[config.mk]
export PLATFORM = sky130hd
export DESIGN_NAME = tli_ram
export DESIGN_NICKNAME = d
export VERILOG_FILES = /design/src/hdl/tli_ram.sv
export SDC_FILE = /design/constraint.sdc
export NUM_CORES = 1
export LEC_CHECK = 0
export ABC_AREA = 1
export BUFFER_PORTS_ARGS = -buffer_cell sky130_fd_sc_hd__buf_2
export CAP_MARGIN = 20
export CORE_MARGIN = 3
export CORE_UTILIZATION = 40
export CTS_BUF_LIST = sky130_fd_sc_hd__clkbuf_4 sky130_fd_sc_hd__clkbuf_8 sky130_fd_sc_hd__clkbuf_16
export CTS_CLUSTER_DIAMETER = 200
export CTS_CLUSTER_SIZE = 12
export DETAILED_ROUTE_END_ITERATION = 10
export GPL_TIMING_DRIVEN = 0
export PLACE_DENSITY_LB_ADDON = 0.3
export SLEW_MARGIN = 25
export SYNTH_ARGS = -nofsm -noshare
export SYNTH_HDL_FRONTEND = slang
export SYNTH_SLANG_ARGS = --single-unit
[constraint.sdc]
create_clock -name clock -period 1.05 [get_ports clock]
set_input_delay 0 -clock clock [delete_from_list [all_inputs] [get_ports clock]]
set_output_delay 0 -clock clock [all_outputs]
set_load 0.01 [all_outputs]
[src/hdl/tli_ram.sv]
module tli_ram #(
   parameter int DEPTH = 16,
   parameter int WIDTH = 8,
   parameter int AW    = $clog2(DEPTH)
) (
   input  logic             clock,
   input  logic             we,
   input  logic [AW-1:0]    waddr,
   input  logic [WIDTH-1:0] wdata,
   input  logic [AW-1:0]    raddr,
   output logic [WIDTH-1:0] rdata
);

   logic [WIDTH-1:0] mem_ff [DEPTH];
   logic [WIDTH-1:0] rdata_ff;

   always_ff @(posedge clock) begin
      if (we) begin
         mem_ff[waddr] <= wdata;
      end
      rdata_ff <= mem_ff[raddr];
   end

   assign rdata = rdata_ff;

endmodule

; ---- Word level (Yosys, flattened, before mapping)
; Memories as Yosys holds them, arrays and structs flattened. A register that Yosys moved wholly into a read port is not among the register bits.
; Index checks and enable logic that the tools add are counted.
; Widths: inputs -> output; s select.
[op_classes]
muxes = 2
[ops]
columns = operator, n
row1 = $mux 1, 2
[word_totals]
n_memories = 1
register_bits = 0
output_inout_bits = 8
ram_bits = 128
wordCells = 3
[memory_table]
columns = name, words, word_bits, rd, rd_ports_with_merged_regs, write_ports, line_no
row1 = mem_ff, 16, 8, 1, 1, 1, 14  ; logic [WIDTH-1:0] mem_ff [DEPTH];

; ---- Depth between registers and ports, before layout
; Gate-level depths: netlist (run 1).
[logic_depth]
depth_word = 2
ltp_mapped = 8
ltp_nobuf = 7

; ---- Worst setup path before layout (run 1)
; No wires, ideal clock.
[synth_path]
path_type = input to register
from = input waddr[3]
to = memory mem_ff[4][0] (enable)
setup_ns = 0.370
t_arrival_ns = 0.581
path_slack_ns = 0.099
cell_stages = 2
t_required_ns = 0.680
cell_sequence = nand3b_1 -> nor2_1
[synth_rtl]
columns = element, line_no
row1 = "start, declared", 8  ; input logic [AW-1:0] waddr,
row2 = "end, declared", 14
; Straight into the memory's write port.

; ---- Final worst setup path (run 1)
[layout_path]
from = input waddr[3]
to = memory mem_ff[5][5] (enable)
; Straight into the memory's write port.

==> flow_metrics.env, run 1 <==
export IMPL_synth_net_count=569
export IMPL_dpl_hpwl_mm=9.10
export IMPL_start_util_pct=41.2
export IMPL_die_x_um=126
export IMPL_ys_ff_latch=136
export IMPL_max_freq_mhz=962
export IMPL_post_place_ws_ps=-452
export IMPL_syn2layout_area_growth_pct=17.5
export IMPL_rsz0062_at_grt="yes"
export IMPL_grt_pass1_wl_mm=21.9
export IMPL_worstHoldPathType="in2reg"
export IMPL_clkPwrFrac_pct=46.9
export IMPL_dpl_cell_area_sq_um=6100
export IMPL_place_inst=753
export IMPL_synth_top_area_share_pct=66.7
export IMPL_place_gp_congestion=0.849
export IMPL_ant_nets=0
export IMPL_synth_cell_types=12
export IMPL_grt_pass1_vias=3752
export IMPL_synthMuxAreaShare_pct=0
export IMPL_syn_inst=551
export IMPL_layout_setup_ws_ps=10.2
export IMPL_finalClockSkew_ps=4.36
export IMPL_viasPerCell=4.96
export IMPL_design_core_area_sq_um=14000
export IMPL_diodes=0
export IMPL_vias=3901
export IMPL_yosysTopAreaCell="edfxtp_1"
export IMPL_slew_violations=0
export IMPL_max_stage_delay_ps=730
export IMPL_grt_use_total_pct=18.5
export IMPL_clk_pin_slew_ps=60
export IMPL_critPathTopFamily="simple AND/OR/NAND/NOR gates"
export IMPL_firstDrtPassIters=5
export IMPL_fin_crit_sh_pct=99.0
export IMPL_critical_path_class="in2reg"
export IMPL_r2r_slack_ps=50
export IMPL_p_per_area_nw_per_um2=1920
export IMPL_root_buffer="clkbuf_16"
export IMPL_tns_ps=0
export IMPL_final_cell_area_sq_um=6780
export IMPL_synth_compound_area_share_pct=0
export IMPL_p_leak_nw=2.92
export IMPL_drtIter0Drc=389
export IMPL_comb_power_share_pct=6.3
export IMPL_maxCapViolations=0
export IMPL_path_max_fanout=8
export IMPL_yosys_top_cells_area="edfxtp_1 67%, nand2_1 11%, nand3_1 8.4%, inv_1 6.5%, dfxtp_1 2.8%"
export IMPL_io_pins=26
export IMPL_power_switching_mw=2.81
export IMPL_final_setup_viol_count=0
export IMPL_worst_skew_pair_late_latency_ps=420
export IMPL_numCtsBuffers=17
export IMPL_grt_max_degree=17
export IMPL_relSlewSlack_pct=36.3
export IMPL_p_int_mw=10.2
export IMPL_yosys_warnings=0
export IMPL_layout_drive_gt1_share_pct=14.4
export IMPL_wl_mm=14.0
export IMPL_drc=0
export IMPL_multiInputGateArea_sq_um=1270
export IMPL_worstPathArrival_ps=1080
export IMPL_syn_avg_cell_area_sq_um=10.5
export IMPL_antenna_found_initial=0
export IMPL_critPathRequiredTime_ps=1090
export IMPL_status="finished clean"
export IMPL_cts_max_level=4
export IMPL_worst_pin_slew_ps=952
export IMPL_stdcell_count=786
export IMPL_cts_sinks=136
export IMPL_die_h_um=126
export IMPL_finalCriticalPeriod_ps=1040
export IMPL_endpoint_kind="flip-flop"
export IMPL_fillers=1272
export IMPL_mostFrequentLayoutCell="nand2_1"
export IMPL_dieArea_sq_um=15900
export IMPL_seqPwrFrac_pct=46.8
export IMPL_regArea_sq_um=4000
export IMPL_wl_per_cell_um=17.8
export IMPL_crit_path_top_delay_cell="nor2_1"
export IMPL_hold_viol=0
export IMPL_postCtsSetupBuffers=0
export IMPL_finalPower_mw=13.0
export IMPL_p_sw_share_pct=21.5
export IMPL_crit_chain="buf_2 > nand3b_1 > nor2_1"
export IMPL_placementRows=43
export IMPL_cts_buffer_depth=2
export IMPL_nets=611
export IMPL_cp_start_kind="input port"
export IMPL_netlist_area_sq_um=5770
export IMPL_yosys_area_share_simple_pct=21.0
export IMPL_place_port_buffers=22
export IMPL_critical_path_buf_inv_count=1
export IMPL_yosysSeqAreaShare_pct=69.4
export IMPL_fin_util_pct=48.4
export IMPL_vdd_drop_max_mv=1.07
export IMPL_whs_ps=3.62
export IMPL_synth_top_family_by_area="simple AND/OR/NAND/NOR gates"
export IMPL_final_cell_mix="173 x nand2_1, 128 x edfxtp_1, 100 x inv_1"
export IMPL_synth_xor_area_share_pct=0
export IMPL_overflow=0
export IMPL_cts_tree="yes"
export IMPL_synth_fa_ha_area_share_pct=0
==> state kept, by name, summed over array words and instances (netlist names) <==
register	cells
rdata	8
mem_ff	128
==> path summary, 6_finish.rpt <==
path	startpoint	end	cells after the start
setup reg to reg	mem_ff[14][7]	rdata[7]	6
setup / recovery	waddr[3]	mem_ff[5][5]	3
hold / removal	wdata[1]	mem_ff[6][1]	1
hold reg to reg	mem_ff[15][1]	rdata[1]	6
==> Yosys cell counts <==
library cell    n
nand2_1       173
edfxtp_1      128
inv_1         100
nand3_1        97
nor2_1         17
buf_2          13
dfxtp_1         8
buf_6           6
buf_4           4
inv_2           2
nand3b_1        2
buf_1           1
==> worst reg2reg max path, cell delays in order, from the launching register on <==
cell	delay, ps
edfxtp_1	370
inv_1	60
nand2_1	50
nand3_1	90
nand3_1	110
nand3_1	110
nand2_1	80
==> logic make-up (layout without fill, tap and decap cells) <==
kind of cell | Yosys count | count (layout)
simple gates | 289 | 289
buf+inv | 126 | 181
flops | 136 | 136
==> final cells by class <==
cell class,count,share of cell area [%]
Tap cell,180,3.32
Buffer,24,2.46
Sequential cell,136,59.1
Clock inverter,15,2.71
Multi-Input combinational cell,289,18.7
Inverter,102,5.65
Timing Repair Buffer,23,1.77
Clock buffer,17,6.28
==> power groups by stage <==
| stage | clock [mW] | sequential (mW) | combinational (mW) |
|---|---|---|---|
| finish | 6.12 | 6.10 | 0.819 |
| global route | 6.41 | 6.11 | 0.903 |
| CTS | 6.17 | 6.10 | 0.798 |
| detailed placement | 0 | 6.21 | 0.793 |
| global placement | 0 | 6.21 | 0.779 |
| floorplan | 0 | 6.23 | 0.428 |
==> timing repair <==
item,in CTS,in global routing
hold buffers,1,0
pin swaps,0,3
endpoints found under the setup margin,8,37
gates resized for setup,0,12
hold endpoints to repair,16,0
gates cloned,0,0
==> routing by layer <==
layer / global-route usage, % / part of all wire (%) / wire length [um]
met5: 0 / 0 / 0
met4: 9.53 / 3.6 / 511
met3: 3.60 / 6.9 / 972
met2: 27.9 / 46 / 6470
met1: 25.5 / 43 / 6050
Note: power is estimated with default switching activity, not from simulation.
==> run 2, diff against run 1 <==
RECOVER_POWER = 100   (was default)
clock period = 1.3 ns   (was 1.05 ns; I/O delays follow)
==> run 2 against run 1 <==
Routed wire length rose by 0.11%; first-iteration DRC count is 5.7% higher; combinational power fell by 23%; via count is 0.15% lower; register-to-register slack improved by 240 ps; hold slack better by 2.7 ps; clock-buffer cell count unchanged; non-clock buffer count did not move; critical path type unchanged.
==> flow_metrics.env, run 2 (synthesis results as in run 1) <==
export IMPL_slew_violations=0
export IMPL_grt_pass1_wl_mm=21.9
export IMPL_grt_max_degree=17
export IMPL_endpoint_kind="flip-flop"
export IMPL_reg2reg_depth=6
export IMPL_seqPwrFrac_pct=46.9
export IMPL_grt_pass1_vias=3752
export IMPL_worstPathArrival_ps=1170
export IMPL_layout_setup_ws_ps=171
export IMPL_wl_per_cell_um=17.8
export IMPL_max_freq_mhz=886
export IMPL_max_stage_delay_ps=830
export IMPL_relSlewSlack_pct=28.7
export IMPL_critPathTopFamily="simple AND/OR/NAND/NOR gates"
export IMPL_multiInputGateArea_sq_um=1210
export IMPL_overflow=0
export IMPL_power_switching_mw=2.26
export IMPL_worstHoldPathType="in2reg"
export IMPL_clkPwrFrac_pct=47.1
export IMPL_hold_viol=0
export IMPL_layout_drive_gt1_share_pct=9.24
export IMPL_fin_crit_sh_pct=86.9
export IMPL_grt_use_total_pct=18.5
export IMPL_cts_buffer_depth=2
export IMPL_p_leak_nw=2.85
export IMPL_wl_mm=14.0
export IMPL_crit_path_top_delay_cell="nor2_1"
export IMPL_place_port_buffers=22
export IMPL_die_h_um=126
export IMPL_root_buffer="clkbuf_16"
export IMPL_stdcell_count=786
export IMPL_syn2layout_area_growth_pct=16.1
export IMPL_final_cell_mix="173 x nand2_1, 128 x edfxtp_1, 100 x inv_1"
export IMPL_maxCapViolations=0
export IMPL_vdd_drop_max_mv=0.806
export IMPL_fin_util_pct=47.9
export IMPL_cts_max_level=4
export IMPL_diodes=0
export IMPL_path_max_fanout=8
export IMPL_firstDrtPassIters=4
export IMPL_r2r_slack_ps=290
export IMPL_critical_path_buf_inv_count=1
export IMPL_finalCriticalPeriod_ps=1130
export IMPL_rr_endpoint="rdata[1]"
export IMPL_dpl_hpwl_mm=9.10
export IMPL_dieArea_sq_um=15900
export IMPL_io_pins=26
export IMPL_place_gp_congestion=0.849
export IMPL_holdPathStages=4
export IMPL_postCtsSetupBuffers=0
export IMPL_post_place_ws_ps=-202
export IMPL_antenna_found_initial=0
export IMPL_holdPathEnd="rdata[0]"
export IMPL_start_util_pct=41.2
export IMPL_largest_reg_flops=128
export IMPL_vias=3895
export IMPL_viasPerCell=4.96
export IMPL_die_x_um=126
export IMPL_r2r_start="mem_ff[5][1]"
export IMPL_numCtsBuffers=17
export IMPL_cts_tree="yes"
export IMPL_rsz0062_at_grt="no"
export IMPL_min_delay_start="raddr[2]"
export IMPL_fillers=1293
export IMPL_p_int_mw=8.25
export IMPL_critPathRequiredTime_ps=1340
export IMPL_drtIter0Drc=411
export IMPL_whs_ps=6.28
export IMPL_crit_chain="clkbuf_1 > nand3b_1 > nor2_1"
export IMPL_regMostFlops="mem_ff"
export IMPL_finalClockSkew_ps=4.87
export IMPL_cp_start_kind="input port"
export IMPL_design_core_area_sq_um=14000
export IMPL_cts_sinks=136
export IMPL_tns_ps=0
export IMPL_worst_pin_slew_ps=1070
export IMPL_status="finished clean"
export IMPL_placementRows=43
export IMPL_final_setup_viol_count=0
export IMPL_nets=611
export IMPL_p_per_area_nw_per_um2=1570
export IMPL_worst_skew_pair_late_latency_ps=420
export IMPL_critical_path_class="in2reg"
export IMPL_mostFrequentLayoutCell="nand2_1"
export IMPL_cts_resized=0
export IMPL_place_inst=753
export IMPL_comb_power_share_pct=6.0
export IMPL_ant_nets=0
export IMPL_regArea_sq_um=4000
export IMPL_clk_pin_slew_ps=60
export IMPL_p_sw_share_pct=21.5
export IMPL_drc=0
run 2: changes by cell type in the layout (fill, tap and decap cells not counted), sizes merged:
cell,delta
clkbuf,+19
buf,-19
run 2: repair_timing:
action / 4_1_cts / 5_1_grt
hold buffers: 1 / 0
endpoints found under the setup margin: 0 / 0
endpoints found under the hold margin: 16 / 0
run 2: worst min-delay path, stage by stage:
cell and delay, ps:
buf_2 160, nand3_1 100, nand3_1 70, nand2_1 70
run 2: stage by stage:
stage / power, mW / area (sq um)
finish: 10.5 / 6700
global placement: 5.64 / 6100
CTS: 10.6 / 6720
global route: 10.8 / 6700
detailed placement: 5.66 / 6100
floorplan: 5.38 / 5770
run 2: area by class of cell:
cell class / count / area share (%)
buffer: 24 / 2.48
clock buffer: 17 / 6.35
clock inverter: 15 / 2.75
inverter: 102 / 5.72
multi-input combinational: 289 / 18.1
sequential: 136 / 59.8
tap: 180 / 3.36
timing repair buffer: 23 / 1.44
run 2: power by group through the flow:
stage | logic, mW | clock network [mW] | registers (mW)
after floorplan | 0.346 | 0 | 5.03
after global placement | 0.629 | 0 | 5.01
after global routing | 0.703 | 5.17 | 4.94
after CTS | 0.645 | 4.98 | 4.93
final | 0.634 | 4.95 | 4.93
after detailed placement | 0.640 | 0 | 5.02
run 2: how the worst max path moves through the flow:
stage | end | slack (ps) | from | depth (start not counted)
floorplan | mem_ff[10][0] | 350 | waddr[2] | 2
global placement | mem_ff[4][6] | -180 | waddr[3] | 3
detailed placement | mem_ff[4][6] | -200 | waddr[3] | 3
CTS | mem_ff[4][3] | 240 | waddr[3] | 3
global route | mem_ff[13][7] | 120 | waddr[3] | 3
finish | mem_ff[4][4] | 170 | waddr[3] | 3
run 2: metal layers:
layer	wire, um	vias to the layer above	share of wire [%]	global-route usage (%)
li1	-	1860	-	-
met1	6150	1840	44	25.5
met2	6450	164	46	27.9
met3	943	31	6.7	3.60
met4	479	0	3.4	9.53
met5	0	-	0	0
